$ cat src/sv/pphm_pkg.sv
// Package for the pulse period history meter.
// Holds ring depth, derived widths, operation codes and controller/datapath structs.
// No dependencies.
package pphm_pkg;

    localparam int DEPTH = 16;
    localparam int IDX_W = (DEPTH > 1) ? $clog2(DEPTH) : 1;
    localparam int FILL_W = $clog2(DEPTH + 1);

    localparam int FUNC_W = 2;
    localparam int TIME_W = 32;
    localparam int DELTA_W = 16;
    localparam int TOTAL_W = 64;
    localparam int FILL_OUT_W = 5;
    localparam int SLOT_OUT_W = 4;

    localparam logic [FUNC_W-1:0] FUNC_PULSE  = 2'd0;
    localparam logic [FUNC_W-1:0] FUNC_UPDATE = 2'd1;
    localparam logic [FUNC_W-1:0] FUNC_SNAP   = 2'd2;
    localparam logic [FUNC_W-1:0] FUNC_CLEAR  = 2'd3;

    typedef struct packed {
        logic             pulse;
        logic             add_delta;
        logic             clear;
        logic             start;
        logic             load;
        logic             last;
        logic [IDX_W-1:0] slot;
    } cmd_t;

    typedef struct packed {
        logic out_free;
    } status_t;

endpackage

$ cat src/sv/pphm_if.sv
// Channel interfaces for the pulse period history meter: event input and snapshot output.
// Depends on pphm_pkg for field widths.
interface pphm_evt_if;
    logic                                valid;
    logic                                ready;
    logic [pphm_pkg::FUNC_W-1:0]         func;
    logic [pphm_pkg::TIME_W-1:0]         time_us;
    logic signed [pphm_pkg::DELTA_W-1:0] counter_delta;

    modport source (output valid, output func, output time_us, output counter_delta,
                    input ready);
    modport sink (input valid, input func, input time_us, input counter_delta,
                  output ready);
endinterface

interface pphm_snap_if;
    logic                              valid;
    logic                              ready;
    logic [pphm_pkg::TOTAL_W-1:0]      total_pulses;
    logic [pphm_pkg::TIME_W-1:0]       last_period_us;
    logic [pphm_pkg::TIME_W-1:0]       last_time_us;
    logic [pphm_pkg::FILL_OUT_W-1:0]   fill_count;
    logic [pphm_pkg::SLOT_OUT_W-1:0]   slot;
    logic [pphm_pkg::TIME_W-1:0]       slot_period_us;
    logic                              last;

    modport source (output valid, output total_pulses, output last_period_us,
                    output last_time_us, output fill_count, output slot,
                    output slot_period_us, output last, input ready);
    modport sink (input valid, input total_pulses, input last_period_us,
                  input last_time_us, input fill_count, input slot,
                  input slot_period_us, input last, output ready);
endinterface

$ cat src/sv/pphm_ctrl.sv
// Controller of the pulse period history meter: decodes events, sequences snapshot beats.
// Depends on pphm_pkg and pphm_evt_if.
module pphm_ctrl (
    input  logic                 clk,
    input  logic                 rst_n,
    pphm_evt_if.sink             evt,
    input  pphm_pkg::status_t    status,
    output pphm_pkg::cmd_t       cmd
);

    localparam logic ST_IDLE = 1'b0;
    localparam logic ST_SNAP = 1'b1;

    logic                       state_reg;
    logic                       state_next;
    logic [pphm_pkg::IDX_W-1:0] cnt_reg;
    logic [pphm_pkg::IDX_W-1:0] cnt_next;
    logic                       accept;

    assign evt.ready = (state_reg == ST_IDLE);
    assign accept    = evt.valid && evt.ready;

    always_comb
    begin
        cmd.pulse     = accept && (evt.func == pphm_pkg::FUNC_PULSE);
        cmd.add_delta = accept && ((evt.func == pphm_pkg::FUNC_UPDATE) ||
                                   (evt.func == pphm_pkg::FUNC_SNAP));
        cmd.clear     = accept && (evt.func == pphm_pkg::FUNC_CLEAR);
        cmd.start     = accept && (evt.func == pphm_pkg::FUNC_SNAP);
        cmd.load      = (state_reg == ST_SNAP) && status.out_free;
        cmd.last      = (cnt_reg == pphm_pkg::IDX_W'(pphm_pkg::DEPTH - 1));
        cmd.slot      = cnt_reg;
    end

    always_comb
    begin
        state_next = state_reg;
        cnt_next   = cnt_reg;
        case (state_reg)
            ST_IDLE:
            begin
                if (cmd.start)
                begin
                    state_next = ST_SNAP;
                    cnt_next   = '0;
                end
            end
            ST_SNAP:
            begin
                if (cmd.load)
                begin
                    if (cmd.last)
                    begin
                        state_next = ST_IDLE;
                        cnt_next   = '0;
                    end
                    else
                    begin
                        cnt_next = cnt_reg + 1'b1;
                    end
                end
            end
            default:
            begin
                state_next = ST_IDLE;
                cnt_next   = '0;
            end
        endcase
    end

    always_ff @(posedge clk or negedge rst_n)
    begin
        if (!rst_n)
        begin
            state_reg <= ST_IDLE;
            cnt_reg   <= '0;
        end
        else
        begin
            state_reg <= state_next;
            cnt_reg   <= cnt_next;
        end
    end

    a_idle_cnt_zero: assert property (@(posedge clk) disable iff (!rst_n)
        (state_reg == ST_IDLE) |-> (cnt_reg == '0))
        else $error("slot counter not zero while idle");

    a_last_returns_idle: assert property (@(posedge clk) disable iff (!rst_n)
        (cmd.load && cmd.last) |=> (state_reg == ST_IDLE))
        else $error("controller did not finish snapshot after final beat");

    a_start_enters_snap: assert property (@(posedge clk) disable iff (!rst_n)
        cmd.start |=> (state_reg == ST_SNAP) && (cnt_reg == '0))
        else $error("snapshot did not start at slot zero");

endmodule

$ cat src/sv/pphm_dpath.sv
// Datapath of the pulse period history meter: totals, period ring and output register.
// Depends on pphm_pkg and pphm_snap_if; driven by pphm_ctrl commands.
module pphm_dpath (
    input  logic                                clk,
    input  logic                                rst_n,
    input  pphm_pkg::cmd_t                      cmd,
    input  logic [pphm_pkg::TIME_W-1:0]         time_us,
    input  logic signed [pphm_pkg::DELTA_W-1:0] counter_delta,
    output pphm_pkg::status_t                   status,
    pphm_snap_if.source                         snap
);

    logic [pphm_pkg::TOTAL_W-1:0] total_reg;
    logic [pphm_pkg::TOTAL_W-1:0] total_next;
    logic [pphm_pkg::TIME_W-1:0]  period_reg;
    logic [pphm_pkg::TIME_W-1:0]  period_next;
    logic [pphm_pkg::TIME_W-1:0]  ref_reg;
    logic [pphm_pkg::TIME_W-1:0]  ref_next;
    logic [pphm_pkg::IDX_W-1:0]   wr_reg;
    logic [pphm_pkg::IDX_W-1:0]   wr_next;
    logic [pphm_pkg::IDX_W-1:0]   oldest_reg;
    logic [pphm_pkg::IDX_W-1:0]   oldest_next;
    logic [pphm_pkg::IDX_W-1:0]   rd_reg;
    logic [pphm_pkg::IDX_W-1:0]   rd_next;
    logic [pphm_pkg::FILL_W-1:0]  fill_reg;
    logic [pphm_pkg::FILL_W-1:0]  fill_next;
    logic                         out_valid_reg;
    logic                         out_valid_next;

    logic [pphm_pkg::TIME_W-1:0]  ring [pphm_pkg::DEPTH];
    logic [pphm_pkg::TIME_W-1:0]  new_period;
    logic                         delta_pos;
    logic                         full;
    logic                         slot_in_fill;

    logic [pphm_pkg::TOTAL_W-1:0]    o_total_reg;
    logic [pphm_pkg::TIME_W-1:0]     o_period_reg;
    logic [pphm_pkg::TIME_W-1:0]     o_time_reg;
    logic [pphm_pkg::FILL_OUT_W-1:0] o_fill_reg;
    logic [pphm_pkg::SLOT_OUT_W-1:0] o_slot_reg;
    logic [pphm_pkg::TIME_W-1:0]     o_slot_period_reg;
    logic                            o_last_reg;

    function automatic logic [pphm_pkg::IDX_W-1:0] wrap_inc(
        input logic [pphm_pkg::IDX_W-1:0] p);
        wrap_inc = (p == pphm_pkg::IDX_W'(pphm_pkg::DEPTH - 1)) ? '0 : p + 1'b1;
    endfunction

    assign new_period   = time_us - ref_reg;
    assign delta_pos    = !counter_delta[pphm_pkg::DELTA_W-1] && (counter_delta != '0);
    assign full         = (fill_reg == pphm_pkg::FILL_W'(pphm_pkg::DEPTH));
    assign slot_in_fill = (pphm_pkg::FILL_W'(cmd.slot) < fill_reg);
    assign status.out_free = !out_valid_reg || snap.ready;

    always_comb
    begin
        total_next     = total_reg;
        period_next    = period_reg;
        ref_next       = ref_reg;
        wr_next        = wr_reg;
        oldest_next    = oldest_reg;
        rd_next        = rd_reg;
        fill_next      = fill_reg;
        out_valid_next = out_valid_reg;

        if (cmd.add_delta && delta_pos)
        begin
            total_next = total_reg +
                pphm_pkg::TOTAL_W'(counter_delta[pphm_pkg::DELTA_W-2:0]);
        end
        if (cmd.pulse)
        begin
            period_next = new_period;
            ref_next    = time_us;
            wr_next     = wrap_inc(wr_reg);
            if (full)
            begin
                oldest_next = wrap_inc(oldest_reg);
            end
            else
            begin
                fill_next = fill_reg + 1'b1;
            end
        end
        if (cmd.clear)
        begin
            total_next  = '0;
            period_next = '0;
            ref_next    = time_us;
            wr_next     = '0;
            oldest_next = '0;
            fill_next   = '0;
        end
        if (cmd.start)
        begin
            rd_next = oldest_reg;
        end
        if (cmd.load)
        begin
            rd_next        = wrap_inc(rd_reg);
            out_valid_next = 1'b1;
        end
        else if (snap.ready)
        begin
            out_valid_next = 1'b0;
        end
    end

    always_ff @(posedge clk or negedge rst_n)
    begin
        if (!rst_n)
        begin
            total_reg     <= '0;
            period_reg    <= '0;
            ref_reg       <= '0;
            wr_reg        <= '0;
            oldest_reg    <= '0;
            rd_reg        <= '0;
            fill_reg      <= '0;
            out_valid_reg <= 1'b0;
        end
        else
        begin
            total_reg     <= total_next;
            period_reg    <= period_next;
            ref_reg       <= ref_next;
            wr_reg        <= wr_next;
            oldest_reg    <= oldest_next;
            rd_reg        <= rd_next;
            fill_reg      <= fill_next;
            out_valid_reg <= out_valid_next;
        end
    end

    // ring and beat register; slots past the fill count are output as zero
    always_ff @(posedge clk)
    begin
        if (cmd.pulse)
        begin
            ring[wr_reg] <= new_period;
        end
        if (cmd.load)
        begin
            o_total_reg       <= total_reg;
            o_period_reg      <= period_reg;
            o_time_reg        <= ref_reg;
            o_fill_reg        <= pphm_pkg::FILL_OUT_W'(fill_reg);
            o_slot_reg        <= pphm_pkg::SLOT_OUT_W'(cmd.slot);
            o_slot_period_reg <= slot_in_fill ? ring[rd_reg] : '0;
            o_last_reg        <= cmd.last;
        end
    end

    assign snap.valid          = out_valid_reg;
    assign snap.total_pulses   = o_total_reg;
    assign snap.last_period_us = o_period_reg;
    assign snap.last_time_us   = o_time_reg;
    assign snap.fill_count     = o_fill_reg;
    assign snap.slot           = o_slot_reg;
    assign snap.slot_period_us = o_slot_period_reg;
    assign snap.last           = o_last_reg;

    a_fill_bound: assert property (@(posedge clk) disable iff (!rst_n)
        fill_reg <= pphm_pkg::FILL_W'(pphm_pkg::DEPTH))
        else $error("fill count above ring depth");

    a_oldest_until_full: assert property (@(posedge clk) disable iff (!rst_n)
        !full |-> (oldest_reg == '0) && (pphm_pkg::FILL_W'(wr_reg) == fill_reg))
        else $error("ring pointers inconsistent before ring fills");

    a_clear_zeroes: assert property (@(posedge clk) disable iff (!rst_n)
        cmd.clear |=> (fill_reg == '0) && (total_reg == '0) && (period_reg == '0))
        else $error("clear left state behind");

    a_load_no_event: assert property (@(posedge clk) disable iff (!rst_n)
        cmd.load |-> !cmd.pulse && !cmd.clear && !cmd.add_delta)
        else $error("state update during snapshot readout");

endmodule

$ cat src/sv/pulse_period_history_meter.sv
// Top level of the pulse period history meter: controller plus datapath.
// Depends on pphm_pkg, pphm_if, pphm_ctrl and pphm_dpath.
// Pulse, counter update and clear: one event accepted per cycle outside snapshot readout.
// Snapshot: first beat loaded from the snapshot state into the output register, then one
// beat per ready cycle, one ring slot each; next event in the cycle after the final load.
// Reset clears all totals, pointers and the fill count; ring contents are masked by fill.
module pulse_period_history_meter (
    input  logic         clk,
    input  logic         rst_n,
    pphm_evt_if.sink     evt,
    pphm_snap_if.source  snap
);

    pphm_pkg::cmd_t    cmd;
    pphm_pkg::status_t status;

    pphm_ctrl u_ctrl (
        .clk    (clk),
        .rst_n  (rst_n),
        .evt    (evt),
        .status (status),
        .cmd    (cmd)
    );

    pphm_dpath u_dpath (
        .clk           (clk),
        .rst_n         (rst_n),
        .cmd           (cmd),
        .time_us       (evt.time_us),
        .counter_delta (evt.counter_delta),
        .status        (status),
        .snap          (snap)
    );

endmodule
$ cat src/flat_wrapper.sv
// flat-port wrapper written by rule: the top's interface ports become plain ports
module pulse_period_history_meter_flat 
  (clk, rst_n, evt_valid, evt_func, evt_time_us, evt_counter_delta, evt_ready, snap_valid, snap_total_pulses, snap_last_period_us, snap_last_time_us, snap_fill_count, snap_slot, snap_slot_period_us, snap_last, snap_ready);
  pphm_evt_if evt_i ();
  pphm_snap_if snap_i ();
  input  logic clk;
  input  logic rst_n;
  input wire logic [$bits(evt_i.valid)-1:0] evt_valid;
  input wire logic [$bits(evt_i.func)-1:0] evt_func;
  input wire logic [$bits(evt_i.time_us)-1:0] evt_time_us;
  input wire logic [$bits(evt_i.counter_delta)-1:0] evt_counter_delta;
  output wire logic [$bits(evt_i.ready)-1:0] evt_ready;
  output wire logic [$bits(snap_i.valid)-1:0] snap_valid;
  output wire logic [$bits(snap_i.total_pulses)-1:0] snap_total_pulses;
  output wire logic [$bits(snap_i.last_period_us)-1:0] snap_last_period_us;
  output wire logic [$bits(snap_i.last_time_us)-1:0] snap_last_time_us;
  output wire logic [$bits(snap_i.fill_count)-1:0] snap_fill_count;
  output wire logic [$bits(snap_i.slot)-1:0] snap_slot;
  output wire logic [$bits(snap_i.slot_period_us)-1:0] snap_slot_period_us;
  output wire logic [$bits(snap_i.last)-1:0] snap_last;
  input wire logic [$bits(snap_i.ready)-1:0] snap_ready;
  assign evt_i.valid = evt_valid;
  assign evt_i.func = evt_func;
  assign evt_i.time_us = evt_time_us;
  assign evt_i.counter_delta = evt_counter_delta;
  assign evt_ready = evt_i.ready;
  assign snap_valid = snap_i.valid;
  assign snap_total_pulses = snap_i.total_pulses;
  assign snap_last_period_us = snap_i.last_period_us;
  assign snap_last_time_us = snap_i.last_time_us;
  assign snap_fill_count = snap_i.fill_count;
  assign snap_slot = snap_i.slot;
  assign snap_slot_period_us = snap_i.slot_period_us;
  assign snap_last = snap_i.last;
  assign snap_i.ready = snap_ready;
  pulse_period_history_meter u_core (.clk(clk), .rst_n(rst_n), .evt(evt_i), .snap(snap_i));
endmodule
$ cat config.mk
export PLATFORM = sky130hd
export DESIGN_NAME = pulse_period_history_meter_flat
export DESIGN_NICKNAME = d
export VERILOG_FILES = /design/src/sv/pphm_pkg.sv /design/src/sv/pphm_if.sv /design/src/sv/pphm_ctrl.sv /design/src/sv/pphm_dpath.sv /design/src/sv/pulse_period_history_meter.sv /design/src/flat_wrapper.sv
export SDC_FILE = /design/constraint.sdc
export NUM_CORES = 1
export LEC_CHECK = 0
export BUFFER_PORTS_ARGS = -buffer_cell sky130_fd_sc_hd__buf_2
export CAP_MARGIN = 20
export CELL_PAD_IN_SITES_DETAIL_PLACEMENT = 1
export CELL_PAD_IN_SITES_GLOBAL_PLACEMENT = 1
export CORE_AREA = 5 5 290 292
export DETAILED_ROUTE_END_ITERATION = 10
export DIE_AREA = 0 0 295 297
export PLACE_DENSITY_LB_ADDON = 0.1
export SLEW_MARGIN = 5
export SYNTH_ARGS = -nofsm -noshare
export SYNTH_HDL_FRONTEND = slang
export SYNTH_HIERARCHICAL = 1
export SYNTH_SLANG_ARGS = --single-unit
$ cat constraint.sdc
create_clock -name clk -period 11.7 [get_ports clk]
set_input_delay 2.34 -clock clk [delete_from_list [all_inputs] [get_ports clk]]
set_output_delay 2.34 -clock clk [all_outputs]
set_load 0.01 [all_outputs]
==> tab_implementation.tex, run 1 <==
\begin{tabular}{lr}
\hline
Metric & Value \\
\hline
\multicolumn{2}{l}{\textbf{Status}} \\
\quad Result of the run & completed \\
\multicolumn{2}{l}{\textbf{Clock tree}} \\
\quad Post-CTS sizing & 0 \\
\quad Postcts setup bufs & 0 \\
\quad Maximum clock insertion buffer count & 3 \\
\quad H-tree depth & 3 \\
\quad Clock slew seen by the registers of the worst setup and hold paths & around 70 ps \\
\quad Later-pin clock latency in the skew report & around 660 ps \\
\quad Number of clock sinks & 833 \\
\quad Cell chosen for the clock root & sky130\_fd\_sc\_hd\_\_clkbuf\_16 \\
\quad Hold-fix buffer count after cts & 0 \\
\quad Clock tree from TritonCTS & built \\
\quad Number of clock buffers inserted by TritonCTS & 89 \\
\multicolumn{2}{l}{\textbf{Timing}} \\
\quad Max frequency & around 190 MHz \\
\quad Post-route clock period utilization & 44.08\% \\
\quad Setup-failing EPs final & 0 \\
\quad Final period demand of the worst path & between 5000 and 6000 ps \\
\quad Total Negative Setup Slacks & 0 ps \\
\quad Fin. max-slew vios & 0 \\
\quad Clock skew & about 31 ps \\
\quad Worst slew margin relative to its limit & 21.71\% \\
\quad Count of endpoints failing hold in the final timing report & 0 \\
\quad Setup repair after global routing missed its margin & false \\
\quad Worst Max-Slew Pin Slew & roughly 1200 ps \\
\multicolumn{2}{l}{\textbf{Synthesis}} \\
\quad Post-synthesis sequential element count & $\sim$830 \\
\quad Post-synthesis sequential area ratio & 70.43\% \\
\quad Synth Flop Type & sky130\_fd\_sc\_hd\_\_edfxtp\_1 \\
\quad EDFF count, synth & $\sim$680 \\
\quad Most numerous cell in the Yosys netlist & sky130\_fd\_sc\_hd\_\_edfxtp\_1 \\
\quad Post-Synthesis Net Count & $\sim$2300 \\
\quad Netlist cell types & between 80 and 90 \\
\quad Number of standard cells after synthesis & around 2200 \\
\quad Synthesized cell area & 34440 um2 \\
\quad Adder-cell share of the synthesized area & 2.332\% \\
\quad Cell accounting for the most synthesized area & sky130\_fd\_sc\_hd\_\_edfxtp\_1 \\
\quad Synthesis Warnings & 6 \\
\quad FFs w/ async S/R, synth & between 10\% and 20\% \\
\quad Main combinational cell family by area after synthesis & multiplexers \\
\quad Leading cell types by total area after synthesis & sky130\_fd\_sc\_hd\_\_edfxtp\_1, sky130\_fd\_sc\_hd\_\_dfrtp\_1, sky130\_fd\_sc\_hd\_\_mux4\_2, sky130\_fd\_sc\_hd\_\_mux2i\_1, sky130\_fd\_sc\_hd\_\_ha\_1 \\
\quad Post-synth top cells & sky130\_fd\_sc\_hd\_\_edfxtp\_1, sky130\_fd\_sc\_hd\_\_dfrtp\_1, sky130\_fd\_sc\_hd\_\_mux2i\_1 \\
\quad Multiplexer share of the synthesized area & under 10\% \\
\quad Compound-Gate Fraction of Synth Area & roughly 7.5\% \\
\quad Synthesized area divided by synthesized cell count & about 16 um2 \\
\quad Post-Synth XOR/XNOR Area & a little under 2\% \\
\quad Share of the synthesized area in the top cell type & $\sim$59\% \\
\quad Area share of and/or/nand/nor cells after synthesis & under 10\% \\
\multicolumn{2}{l}{\textbf{Floorplanning}} \\
\quad Number of ports placed on the die boundary & 226 \\
\quad Row count & $\sim$110 \\
\quad Chip height & between 200 and 300 um \\
\quad Die W & about 300 um \\
\quad Total die area & a little under 90000 um2 \\
\quad Initial cell density of the core & about 42\% \\
\quad Floorplan Core Area & 81320 um2 \\
\multicolumn{2}{l}{\textbf{Critical path}} \\
\quad Crit path cell chain & buf\_2 -> ha\_1 -> a21o\_1 -> a31oi\_1 -> a2111oi\_0 -> o41a\_1 -> a21oi\_1 -> a21o\_1 -> xor2\_1 -> inv\_1 \\
\quad Required time of the worst setup path & between 10000 and 15000 ps \\
\quad Critical Path Source & evt\_time\_us[4] \\
\quad Data arrival time of the worst path & approximately 5400 ps \\
\quad Maximum net fanout on the critical path & 16 \\
\quad Crit path launch type & input port \\
\quad CP Class & input port to register \\
\quad Slowest stage delay, CP & roughly 580 ps \\
\quad Cell repeated most along the worst path & sky130\_fd\_sc\_hd\_\_a21o\_1 \\
\quad Critical Path Slowest Stage Cell & sky130\_fd\_sc\_hd\_\_xor2\_1 \\
\quad Launching point of the worst reg2reg path & u\_core/u\_dpath/ref\_reg[4]\$\_DFFE\_PN0P\_ \\
\quad Worst setup EP type & register \\
\multicolumn{2}{l}{\textbf{Global routing}} \\
\quad GRT Total Usage & a little over a fifth \\
\quad Total global routing overflow & 0 \\
\quad Pin count of the biggest net entering global routing & 126 \\
\quad Vias in the first global route & 21830 \\
\quad Antenna violations before repair & 6 \\
\quad First-pass GRT wire length & between 100000 and 150000 um \\
\multicolumn{2}{l}{\textbf{Placed design}} \\
\quad DP HPWL & around 56000 um \\
\quad Area post-placement & roughly 37000 um2 \\
\quad Placer congestion estimate & around 0.85 \\
\quad Number of buffer cells added on primary ports & $\sim$230 \\
\multicolumn{2}{l}{\textbf{Final layout}} \\
\quad Total of fill cells in the finished design & just under 8000 \\
\quad Final net count & $\sim$2600 \\
\quad Synth-to-Final Area Change & 16.55\% \\
\quad Ratio of cells with drive above 1 in the final layout & a little under a quarter \\
\quad Max reg flops & 512 \\
\quad Finished Cell Area & $\sim$40000 um2 \\
\multicolumn{2}{l}{\textbf{Detailed routing}} \\
\quad Avg Vias per Cell & around 5.6 \\
\quad Drt pass-1 iters & 4 \\
\quad Routed wire per std cell & $\sim$26 um \\
\quad Number of DRC markers in iteration 0 & roughly 1300 \\
\quad Via count & 20380 \\
\quad Number of DRC violations after detailed routing & 0 \\
\quad Total wire length & between 90000 and 100000 um \\
\quad Antenna Nets Post-Route & 0 \\
\multicolumn{2}{l}{\textbf{Pwr}} \\
\quad Register share of total power & between 40\% and 50\% \\
\quad Leak & approximately 0.015 uW \\
\quad IR Drop Worst-Case VDD & 172.1 uV \\
\quad Fraction of power spent switching nets & a little over a third \\
\quad Clock share of power & 24.5\% \\
\quad Power per standard cell area & 288.0 nW/um2 \\
\quad Switching Power & between 4000 and 5000 uW \\
\quad Combinational Power Share & about 34\% \\
\quad Cell internal power dissipation & approximately 7400 uW \\
\multicolumn{2}{l}{\textbf{Min path}} \\
\quad Worst Hold Launch & u\_core/u\_dpath/period\_reg[8]\$\_DFFE\_PN0P\_ \\
\quad Hold Path Class & register to register \\
\multicolumn{2}{l}{\textbf{Run}} \\
\quad Number of max-cap violations & 0 \\
\hline
\end{tabular}
==> final timing paths <==
kind | to | slack, ps | cells after the start
min in group asynchronous | u_core/u_dpath/ref_reg[1]$_DFFE_PN0P_ | 1770 | 1
hold reg to reg | u_core/u_dpath/snap.last_period_us[8]$_DFFE_PP_ | 440 | 0
max in group asynchronous | u_core/u_dpath/total_reg[23]$_DFFE_PN0P_ | 8630 | 3
hold / removal | u_core/u_dpath/snap.last_period_us[8]$_DFFE_PP_ | 440 | 0
setup / recovery | u_core/u_dpath/ring[1][25]$_DFFE_PP_ | 6540 | 10
setup reg to reg | u_core/u_dpath/ring[1][25]$_DFFE_PP_ | 7910 | 10
==> power groups by stage <==
stage	clock network, uW	logic (uW)	registers, uW
after floorplan	0	2200	4860
after global placement	0	3810	4850
after global routing	3050	4270	4840
final	2830	3940	4790
after detailed placement	0	3930	4850
after CTS	2910	3940	4810
==> cells in the final DEF (no fill, tap or decap), types with 10 or more instances in the layout <==
master,n
sky130_fd_sc_hd__nor2_4,14
sky130_fd_sc_hd__inv_1,62
sky130_fd_sc_hd__ha_1,61
sky130_fd_sc_hd__a21oi_1,111
sky130_fd_sc_hd__mux2i_1,122
sky130_fd_sc_hd__buf_2,224
sky130_fd_sc_hd__nand2b_1,12
sky130_fd_sc_hd__xor2_1,37
sky130_fd_sc_hd__clkinv_1,15
sky130_fd_sc_hd__clkinv_2,26
sky130_fd_sc_hd__nor3_1,15
sky130_fd_sc_hd__o21ai_0,64
sky130_fd_sc_hd__and3_1,12
sky130_fd_sc_hd__nand3_1,36
sky130_fd_sc_hd__edfxtp_1,682
sky130_fd_sc_hd__o21bai_1,10
sky130_fd_sc_hd__nand4_1,28
sky130_fd_sc_hd__a21o_1,26
sky130_fd_sc_hd__mux2_2,63
sky130_fd_sc_hd__or3_1,17
sky130_fd_sc_hd__o221ai_1,32
sky130_fd_sc_hd__nor2_1,99
sky130_fd_sc_hd__o22ai_1,32
sky130_fd_sc_hd__clkbuf_16,89
sky130_fd_sc_hd__clkbuf_1,14
sky130_fd_sc_hd__dfrtp_1,148
sky130_fd_sc_hd__xnor2_1,35
sky130_fd_sc_hd__buf_4,53
sky130_fd_sc_hd__mux4_2,64
sky130_fd_sc_hd__a31oi_1,10
sky130_fd_sc_hd__nand2_1,116
sky130_fd_sc_hd__a211oi_1,38
==> cell families after synthesis <==
| kind of cell | after synthesis |
|---|---|
| buffers and inverters | 165 |
| flip-flops | 833 |
| multiplexers | 249 |
| XOR/XNOR | 76 |
| AND/OR/NAND/NOR | 419 |
| adder cells (fa/ha/maj) | 63 |
| AO/OA/AOI/OAI | 392 |
==> worst max-delay path, delay by kind of cell <==
family          cells  cell delay, ps
fa+ha+maj           1             360
compound gates      6            1600
buf+inv             2             540
xor+xnor            1             580
==> metal layers <==
metal / vias to the layer above / global-route usage (%) / wire, um / share of wire (%)
li1: 9064 / - / - / -
met1: 10750 / 30.61 / 42850 / 45
met2: 443 / 34.63 / 46030 / 48
met3: 115 / 3.479 / 4243 / 4.5
met4: 2 / 5.392 / 1923 / 2.0
met5: - / 0 / 12 / 0.013
==> per-stage QoR <==
| step | hold WS [ps] | utilization, % | total power (uW) | setup slack, ps | instances |
|---|---|---|---|---|---|
| after floorplan | 424.2 | - | 7058 | 4495 | 2197 |
| after global placement | 433.1 | 45.58 | 8660 | 5993 | 3439 |
| after detailed placement | 433.1 | 45.59 | 8779 | 5773 | 3440 |
| after CTS | 449.1 | 49.26 | 11660 | 6433 | 3608 |
| after global routing | 458.9 | 49.36 | 12160 | 6302 | 3616 |
| final | 440.3 | 49.36 | 11560 | 6543 | 3617 |
==> layout make-up <==
type                       instances  area, um2  share of cell area [%]
antenna                            2      5.005                 0.01247
clock buffer                     109       2362                   5.885
clock inverter                    59      625.6                   1.558
inverter                          64      247.7                  0.6172
multi-input combinational       1199       9712                   24.19
sequential                       833      24270                   60.45
tap                             1070       1339                   3.335
timing repair buffer             281       1584                   3.946
Note: power is estimated with default switching activity, not from simulation.
==> inputs of run 2 (changes only) <==
--- a/config.mk
+++ b/config.mk
@@ -5,13 +5,14 @@
 export SDC_FILE = /design/constraint.sdc
 export NUM_CORES = 1
 export LEC_CHECK = 0
+export ABC_AREA = 1
 export BUFFER_PORTS_ARGS = -buffer_cell sky130_fd_sc_hd__buf_2
 export CAP_MARGIN = 20
 export CELL_PAD_IN_SITES_DETAIL_PLACEMENT = 1
 export CELL_PAD_IN_SITES_GLOBAL_PLACEMENT = 1
-export CORE_AREA = 5 5 290 292
+export CORE_AREA = 5 5 297 299
 export DETAILED_ROUTE_END_ITERATION = 10
-export DIE_AREA = 0 0 295 297
+export DIE_AREA = 0 0 302 304
 export PLACE_DENSITY_LB_ADDON = 0.1
 export SLEW_MARGIN = 5
 export SYNTH_ARGS = -nofsm -noshare
==> constraint.sdc (replaced) <==
create_clock -name clk -period 4.55 [get_ports clk]
set_input_delay 0.91 -clock clk [delete_from_list [all_inputs] [get_ports clk]]
set_output_delay 0.91 -clock clk [all_outputs]
set_load 0.01 [all_outputs]
==> tab_implementation.tex, run 2 <==
\begin{tabular}{lr}
\hline
Metric & Value \\
\hline
\multicolumn{2}{l}{\textbf{Critical path}} \\
\quad Slowest stage delay, CP & between 600 and 700 ps \\
\quad Worst setup EP type & register \\
\quad Cell class contributing the biggest share of worst-path delay & simple AND/OR/NAND/NOR gates \\
\quad Crit path launch type & register \\
\quad Cell repeated most along the worst path & sky130\_fd\_sc\_hd\_\_a21oi\_1 \\
\quad Critical Path Slowest Stage Cell & sky130\_fd\_sc\_hd\_\_nor2\_4 \\
\quad Critical path buffer and inverter count & 1 \\
\quad Maximum net fanout on the critical path & 43 \\
\quad Required time of the worst setup path & approximately 5000 ps \\
\quad Data arrival time of the worst path & around 3300 ps \\
\quad CP Class & register to register \\
\quad Crit path cell chain & nor2\_4 -> buf\_12 -> a21oi\_1 -> o21ai\_1 -> a21oi\_1 -> nor3\_1 \\
\multicolumn{2}{l}{\textbf{Detailed routing}} \\
\quad Total wire length & around 110000 um \\
\quad Antenna Nets Post-Route & 0 \\
\quad Drt pass-1 iters & 5 \\
\quad Routed wire per std cell & 22.82 um \\
\quad Number of DRC markers in iteration 0 & 1850 \\
\quad Via count & roughly 26000 \\
\quad Avg Vias per Cell & 5.339 \\
\quad Number of DRC violations after detailed routing & 0 \\
\multicolumn{2}{l}{\textbf{Timing}} \\
\quad Crit path setup slack, layout & between 1500 and 2000 ps \\
\quad Setup repair after global routing missed its margin & false \\
\quad Count of endpoints failing hold in the final timing report & 0 \\
\quad Clock skew & roughly 20 ps \\
\quad Worst slew margin relative to its limit & between 20 and 30\% \\
\quad Final period demand of the worst path & 2964 ps \\
\quad Worst Max-Slew Pin Slew & between 1000 and 1500 ps \\
\quad Fin. max-slew vios & 0 \\
\quad Total Negative Setup Slacks & 0 ps \\
\quad Setup-failing EPs final & 0 \\
\quad Post-route clock period utilization & 65.14\% \\
\quad Max frequency & 337.4 MHz \\
\multicolumn{2}{l}{\textbf{Clock tree}} \\
\quad Clock tree from TritonCTS & built \\
\quad H-tree depth & 3 \\
\quad Hold-fix buffer count after cts & 0 \\
\quad Postcts setup bufs & 0 \\
\quad Post-CTS sizing & 0 \\
\quad Clock slew seen by the registers of the worst setup and hold paths & 60 ps \\
\quad Later-pin clock latency in the skew report & 650 ps \\
\quad Number of clock sinks & 833 \\
\quad Number of clock buffers inserted by TritonCTS & 90 \\
\quad Cell chosen for the clock root & sky130\_fd\_sc\_hd\_\_clkbuf\_16 \\
\quad Maximum clock insertion buffer count & 3 \\
\multicolumn{2}{l}{\textbf{Synthesis}} \\
\quad Synthesized area divided by synthesized cell count & $\sim$11 um2 \\
\quad Post-synthesis sequential area ratio & approximately two thirds \\
\quad Post-synthesis sequential element count & approximately 830 \\
\quad EDFF count, synth & 682 \\
\quad Share of the synthesized area in the top cell type & a little under three fifths \\
\quad Synthesis Warnings & 6 \\
\quad Number of standard cells after synthesis & approximately 3400 \\
\quad Synthesized cell area & around 36000 um2 \\
\quad Post-synth top cells & sky130\_fd\_sc\_hd\_\_nand2\_1, sky130\_fd\_sc\_hd\_\_edfxtp\_1, sky130\_fd\_sc\_hd\_\_nor2\_1 \\
\quad Most numerous cell in the Yosys netlist & sky130\_fd\_sc\_hd\_\_nand2\_1 \\
\quad Cell accounting for the most synthesized area & sky130\_fd\_sc\_hd\_\_edfxtp\_1 \\
\quad Netlist cell types & between 40 and 50 \\
\quad Synth Flop Type & sky130\_fd\_sc\_hd\_\_edfxtp\_1 \\
\quad Post-Synthesis Net Count & about 3500 \\
\quad Leading cell types by total area after synthesis & sky130\_fd\_sc\_hd\_\_edfxtp\_1, sky130\_fd\_sc\_hd\_\_dfrtp\_1, sky130\_fd\_sc\_hd\_\_nand2\_1, sky130\_fd\_sc\_hd\_\_nor2\_1, sky130\_fd\_sc\_hd\_\_inv\_1 \\
\quad FFs w/ async S/R, synth & 18.13\% \\
\multicolumn{2}{l}{\textbf{Floorplanning}} \\
\quad Floorplan Core Area & about 85000 um2 \\
\quad Number of ports placed on the die boundary & $\sim$230 \\
\quad Total die area & 91810 um2 \\
\quad Chip height & slightly above 300 um \\
\quad Initial cell density of the core & between 40\% and 50\% \\
\quad Row count & roughly 110 \\
\quad Die W & just over 300 um \\
\multicolumn{2}{l}{\textbf{Pwr}} \\
\quad Fraction of power spent switching nets & about 38\% \\
\quad Register share of total power & around two fifths \\
\quad Switching Power & 10470 uW \\
\quad Combinational Power Share & around a third \\
\quad Cell internal power dissipation & 17360 uW \\
\quad IR Drop Worst-Case VDD & about 470 uV \\
\quad Leak & around 0.017 uW \\
\quad Clock share of power & between 20\% and 30\% \\
\quad Power per standard cell area & approximately 660 nW/um2 \\
\multicolumn{2}{l}{\textbf{Final layout}} \\
\quad End-of-flow core utilization & between 40\% and 50\% \\
\quad Synth-to-Final Area Change & 15.18\% \\
\quad Final net count & $\sim$3700 \\
\quad Ratio of cells with drive above 1 in the final layout & 12.46\% \\
\quad Most frequent cells in the layout & sky130\_fd\_sc\_hd\_\_nand2\_1, sky130\_fd\_sc\_hd\_\_edfxtp\_1, sky130\_fd\_sc\_hd\_\_nor2\_1 \\
\quad Commonest non-fill, non-tap cell in the layout & sky130\_fd\_sc\_hd\_\_nand2\_1 \\
\quad ANT cells & 0 \\
\quad Max reg flops & approximately 510 \\
\quad Total of fill cells in the finished design & approximately 9300 \\
\multicolumn{2}{l}{\textbf{Placed design}} \\
\quad Number of buffer cells added on primary ports & between 200 and 250 \\
\quad DP HPWL & 69770 um \\
\quad Worst slack after detailed placement & 1037 ps \\
\quad Placer congestion estimate & around 0.9 \\
\multicolumn{2}{l}{\textbf{Global routing}} \\
\quad Most utilized layer in the global route result & met2 \\
\quad Fraction of met2 tracks used by global routing & around two fifths \\
\quad Vias in the first global route & $\sim$27000 \\
\quad Pin count of the biggest net entering global routing & between 150 and 200 \\
\quad First-pass GRT wire length & around 170000 um \\
\quad Antenna violations before repair & 6 \\
\quad Met3 routing resource usage after global routing & around 3.8\% \\
\quad Total global routing overflow & 0 \\
\quad GRT Total Usage & a little under a quarter \\
\quad Met1 track demand over resource & between 30 and 40\% \\
\multicolumn{2}{l}{\textbf{Min path}} \\
\quad Hold Path Class & input port to async pin \\
\multicolumn{2}{l}{\textbf{Run}} \\
\quad Number of max-cap violations & 0 \\
\multicolumn{2}{l}{\textbf{Status}} \\
\quad Result of the run & completed \\
\hline
\end{tabular}
==> run 2: cell types whose count changed after synthesis, sizes merged, moves of 36 or more <==
| cell | before | now |
|---|---|---|
| a211oi | 41 | 0 |
| a21oi | 111 | 176 |
| buf | 20 | 74 |
| clkbuf | 81 | 45 |
| inv | 63 | 313 |
| mux2 | 63 | 0 |
| mux2i | 122 | 64 |
| mux4 | 64 | 0 |
| nand2 | 119 | 835 |
| nand3 | 38 | 119 |
| nor2 | 114 | 358 |
| o21ai | 68 | 262 |
==> run 2: final cells by class <==
class                           count  area (um2)  area share [%]
Sequential cell                   833       24270           57.96
Clock inverter                     46       429.2           1.025
Multi-Input combinational cell   2111       10450           24.96
Timing Repair Buffer              280        1683           4.019
Clock buffer                      117        2424           5.788
Tap cell                         1144        1431           3.419
Inverter                          313        1185           2.830
==> run 2: power by group through the flow <==
| stage | Clock (uW) | Combinational, uW | Sequential (uW) |
|---|---|---|---|
| after detailed placement | 0 | 9310 | 11600 |
| after CTS | 7240 | 9360 | 11500 |
| after floorplan | 0 | 5510 | 11600 |
| after global placement | 0 | 8970 | 11600 |
| final | 7070 | 9290 | 11500 |
| after global routing | 7600 | 10300 | 11600 |
==> run 2: path summary, 6_finish.rpt <==
| check | from | endpoint | slack (ps) | cells past startpoint |
|---|---|---|---|---|
| hold / removal | rst_n | u_core/u_dpath/total_reg[26]$_DFFE_PN0P_ | 270 | 1 |
| setup / recovery | u_core/u_dpath/rd_reg[1]$_DFFE_PN0P_ | u_core/u_dpath/snap.slot_period_us[9]$_SDFFCE_PP0P_ | 1590 | 6 |
| max in group asynchronous | rst_n | u_core/u_dpath/total_reg[44]$_DFFE_PN0P_ | 3100 | 2 |
| setup reg to reg | u_core/u_dpath/rd_reg[1]$_DFFE_PN0P_ | u_core/u_dpath/snap.slot_period_us[9]$_SDFFCE_PP0P_ | 1590 | 6 |
| hold reg to reg | u_core/u_dpath/period_reg[18]$_DFFE_PN0P_ | u_core/u_dpath/snap.last_period_us[18]$_DFFE_PP_ | 440 | 0 |
| min in group clk | u_core/u_dpath/period_reg[18]$_DFFE_PN0P_ | u_core/u_dpath/snap.last_period_us[18]$_DFFE_PP_ | 440 | 0 |
==> run 2: worst reg2reg max path, stage by stage (launching register included) <==
cell and delay, ps:
sky130_fd_sc_hd__dfrtp_4 650, sky130_fd_sc_hd__nor2_4 680, sky130_fd_sc_hd__buf_12 390, sky130_fd_sc_hd__a21oi_1 140, sky130_fd_sc_hd__o21ai_1 90, sky130_fd_sc_hd__a21oi_1 70, sky130_fd_sc_hd__nor3_1 650
==> run 2: routing by layer <==
metal	wire, um	vias up
met4	2186	2
met1	49130	13120
met3	5710	147
met5	14	-
met2	53490	563
li1	-	12040
==> run 2: logic make-up (layout without fill, tap and decap cells) <==
logic type      Yosys count  count (layout)  share of synthesized area (%)
flops                   833             833                          66.74
mux                      64              64                          1.762
compound gates          524             524                          7.610
fa+ha+maj                63              63                          2.210
buf+inv                 432             756                          4.905
xor+xnor                 28              28                         0.6747
simple gates           1432            1432                          16.10
==> run 2: metrics by stage <==
step	std cells	hold slack, ps	power [uW]	instance area [um2]
3_5_place_dp	4680	431.8	20920	39000
2_1_floorplan	3376	424.9	17080	36350
4_1_cts	4843	280.2	28090	41850
6_report	4844	269.6	27830	41870
5_1_grt	4844	313.1	29460	41870
3_3_place_gp	4680	432.0	20560	39000
==> inputs of run 3 (changes only) <==
==> constraint.sdc (replaced) <==
create_clock -name clk -period 2.4 [get_ports clk]
set_input_delay 0.48 -clock clk [delete_from_list [all_inputs] [get_ports clk]]
set_output_delay 0.48 -clock clk [all_outputs]
set_load 0.01 [all_outputs]
==> tab_implementation.tex, run 3 (synthesis gave the netlist of run 2 again) <==
\begin{tabular}{lr}
\hline
Metric & Value \\
\hline
\multicolumn{2}{l}{\textbf{Detailed routing}} \\
\quad Number of DRC markers in iteration 0 & $\sim$1700 \\
\quad Antenna Nets Post-Route & 0 \\
\quad Number of DRC violations after detailed routing & 0 \\
\quad Total wire length & 113500 um \\
\quad Via count & 26760 \\
\quad Avg Vias per Cell & roughly 5.3 \\
\quad Routed wire per std cell & $\sim$23 um \\
\quad Drt pass-1 iters & 7 \\
\multicolumn{2}{l}{\textbf{Critical path}} \\
\quad Required time of the worst setup path & 2810 ps \\
\quad Critical Path Slowest Stage Cell & sky130\_fd\_sc\_hd\_\_dfrtp\_1 \\
\quad CP Class & register to register \\
\quad Launching point of the worst reg2reg path & u\_core/u\_dpath/ref\_reg[9]\$\_DFFE\_PN0P\_ \\
\quad Cell class contributing the biggest share of worst-path delay & simple AND/OR/NAND/NOR gates \\
\quad Cell repeated most along the worst path & sky130\_fd\_sc\_hd\_\_nand2\_1 \\
\quad Worst flop-to-flop path endpoint & u\_core/u\_dpath/ring[12][21]\$\_DFFE\_PP\_ \\
\quad Slowest stage delay, CP & between 300 and 400 ps \\
\quad Critical path buffer and inverter count & 3 \\
\quad Register-to-register path setup slack & around 110 ps \\
\quad Length in cells of the worst reg-to-reg path & 13 \\
\quad Crit path cell chain & inv\_1 -> ha\_4 -> nand2\_1 -> nor2\_2 -> inv\_1 -> nor3\_1 -> nand2\_1 -> nand2\_2 -> nand2\_1 -> nand2\_1 -> nand2\_1 -> and2\_2 -> buf\_12 \\
\quad Maximum net fanout on the critical path & 16 \\
\quad Data arrival time of the worst path & about 2700 ps \\
\quad Worst setup EP type & register \\
\quad Crit path launch type & register \\
\multicolumn{2}{l}{\textbf{Global routing}} \\
\quad Vias in the first global route & 28490 \\
\quad Pin count of the biggest net entering global routing & just under 80 \\
\quad GRT Total Usage & between 20 and 25\% \\
\quad First-pass GRT wire length & between 150000 and 200000 um \\
\quad Total global routing overflow & 0 \\
\quad Antenna violations before repair & 6 \\
\multicolumn{2}{l}{\textbf{Min path}} \\
\quad Worst Hold Launch & evt\_time\_us[25] \\
\quad Worst hold endpoint & u\_core/u\_dpath/ref\_reg[25]\$\_DFFE\_PN0P\_ \\
\quad Hold Path Class & input port to register \\
\quad Number of stages on the worst hold path & 3 \\
\multicolumn{2}{l}{\textbf{Placed design}} \\
\quad Area post-placement & between 40000 and 50000 um2 \\
\quad DP HPWL & roughly 73000 um \\
\quad Number of buffer cells added on primary ports & between 200 and 250 \\
\quad Placer congestion estimate & 0.8746 \\
\multicolumn{2}{l}{\textbf{Clock tree}} \\
\quad Clock slew seen by the registers of the worst setup and hold paths & 60 ps \\
\quad Number of clock buffers inserted by TritonCTS & 89 \\
\quad H-tree depth & 3 \\
\quad Cell chosen for the clock root & sky130\_fd\_sc\_hd\_\_clkbuf\_16 \\
\quad Later-pin clock latency in the skew report & about 660 ps \\
\quad Number of clock sinks & roughly 830 \\
\quad Clock tree from TritonCTS & built \\
\quad Maximum clock insertion buffer count & 3 \\
\multicolumn{2}{l}{\textbf{Final layout}} \\
\quad Area used by multi-input combinational logic & about 11000 um2 \\
\quad Most frequent cells in the layout & sky130\_fd\_sc\_hd\_\_nand2\_1, sky130\_fd\_sc\_hd\_\_edfxtp\_1, sky130\_fd\_sc\_hd\_\_nor2\_1 \\
\quad Finished Cell Area & $\sim$44000 um2 \\
\quad Area taken by flip-flops and latches & $\sim$24000 um2 \\
\quad Max reg flops & 512 \\
\quad Synth-to-Final Area Change & 22.41\% \\
\quad Final net count & $\sim$3900 \\
\quad Total of fill cells in the finished design & 9226 \\
\quad Ratio of cells with drive above 1 in the final layout & between 10\% and 20\% \\
\quad Commonest non-fill, non-tap cell in the layout & sky130\_fd\_sc\_hd\_\_nand2\_1 \\
\multicolumn{2}{l}{\textbf{Floorplanning}} \\
\quad Number of ports placed on the die boundary & between 200 and 250 \\
\quad Floorplan Core Area & approximately 85000 um2 \\
\quad Chip height & between 300 and 400 um \\
\quad Die W & between 300 and 400 um \\
\quad Initial cell density of the core & 42.83\% \\
\quad Row count & 107 \\
\quad Total die area & slightly above 90000 um2 \\
\multicolumn{2}{l}{\textbf{Timing}} \\
\quad Max frequency & between 400 and 500 MHz \\
\quad Setup-failing EPs final & 0 \\
\quad Setup repair after global routing missed its margin & true \\
\quad Count of endpoints failing hold in the final timing report & 0 \\
\quad Post-route clock period utilization & between 90\% and 100\% \\
\quad Final period demand of the worst path & 2294 ps \\
\quad Clock skew & approximately 36 ps \\
\quad Worst slew margin relative to its limit & approximately 63\% \\
\quad Worst Max-Slew Pin Slew & approximately 560 ps \\
\quad Fin. max-slew vios & 0 \\
\quad Smallest hold slack & approximately 63 ps \\
\multicolumn{2}{l}{\textbf{Pwr}} \\
\quad IR Drop Worst-Case VDD & 760.5 uV \\
\quad Leak & between 0.015 and 0.02 uW \\
\quad Power per standard cell area & between 1000 and 1500 nW/um2 \\
\multicolumn{2}{l}{\textbf{Status}} \\
\quad Result of the run & completed \\
\multicolumn{2}{l}{\textbf{Run}} \\
\quad Number of max-cap violations & 0 \\
\hline
\end{tabular}
run 3: changes by cell type in the layout (fill, tap and decap cells not counted), sizes merged:
cell         before  now
inv             315  317
clkbuf          117  108
bufinv            4   15
buf             280  450
clkinv           35   34
diode             0    2
dlygate4sd3       0    1
clkinvlp          5    4
and2             14   15
run 3: worst register-to-register path, cell delays in order, from the launching register on:
cell and delay [ps]:
sky130_fd_sc_hd__dfrtp_1 380, sky130_fd_sc_hd__inv_1 100, sky130_fd_sc_hd__ha_4 300, sky130_fd_sc_hd__nand2_1 80
sky130_fd_sc_hd__nor2_2 120, sky130_fd_sc_hd__inv_1 110, sky130_fd_sc_hd__nor3_1 150, sky130_fd_sc_hd__nand2_1 90
sky130_fd_sc_hd__nand2_2 130, sky130_fd_sc_hd__nand2_1 90, sky130_fd_sc_hd__nand2_1 60, sky130_fd_sc_hd__nand2_1 70
sky130_fd_sc_hd__and2_2 220, sky130_fd_sc_hd__buf_12 160
run 3: report_power, final:
part | leakage [uW] | total (uW) | internal, uW | switching (uW)
Combinational | 0.00905 | 21000 | 7520 | 13500
Sequential | 0.00797 | 21600 | 20300 | 1310
Clock | 0.00153 | 14600 | 8710 | 5910
run 3: worst max-delay path by stage:
| stage | cells after the start | to | slack, ps | startpoint |
|---|---|---|---|---|
| floorplan | 6 | u_core/u_dpath/rd_reg[0]$_DFFE_PN0P_ | -1500 | snap_ready |
| global placement | 15 | u_core/u_dpath/ring[11][26]$_DFFE_PP_ | -440 | evt_time_us[0] |
| detailed placement | 15 | u_core/u_dpath/ring[10][26]$_DFFE_PP_ | -510 | evt_time_us[0] |
| global route | 13 | u_core/u_dpath/ring[0][21]$_DFFE_PP_ | -20 | u_core/u_dpath/ref_reg[10]$_DFFE_PN0P_ |
| CTS | 13 | u_core/u_dpath/ring[13][21]$_DFFE_PP_ | 10 | u_core/u_dpath/ref_reg[11]$_DFFE_PN0P_ |
| finish | 13 | u_core/u_dpath/ring[12][21]$_DFFE_PP_ | 110 | u_core/u_dpath/ref_reg[9]$_DFFE_PN0P_ |
run 3: cell type report:
type	count	area share, %
Clock inverter	57	1.774
Inverter	313	2.688
Tap cell	1144	3.217
Timing Repair Buffer	451	8.191
Antenna cell	2	0.01125
Sequential cell	833	54.53
Clock buffer	108	5.303
Multi-Input combinational cell	2112	24.29
run 3: per-stage QoR:
stage / setup TNS [ps] / util (%) / instances / power [uW] / setup WS [ps]
2_1_floorplan: -214310 / - / 3376 / 32400 / -1502
3_3_place_gp: -64160 / 48.22 / 4845 / 41550 / -439.3
3_5_place_dp: -88410 / 48.22 / 4845 / 42320 / -511.6
4_1_cts: 0 / 51.96 / 5011 / 57270 / 13.01
5_1_grt: -458.1 / 52.42 / 5018 / 60480 / -23.74
6_report: 0 / 52.42 / 5020 / 57250 / 105.8
run 3: what timing repair did:
action,4_1_cts,5_1_grt
setup buffers,0,5
hold endpoints to repair,41,0
gates cloned,0,1
resized for setup,9,71
pin swaps,0,7
setup endpoints to repair,162,370
hold buffers,1,0
run 3: layer usage:
| layer | part of all wire (%) | vias to the layer above | global-route usage (%) |
|---|---|---|---|
| li1 | - | 12390 | - |
| met1 | 43 | 13560 | 32.17 |
| met2 | 50 | 647 | 41.79 |
| met3 | 5.1 | 165 | 3.795 |
| met4 | 2.4 | 2 | 6.839 |
| met5 | 0.011 | - | 0 |
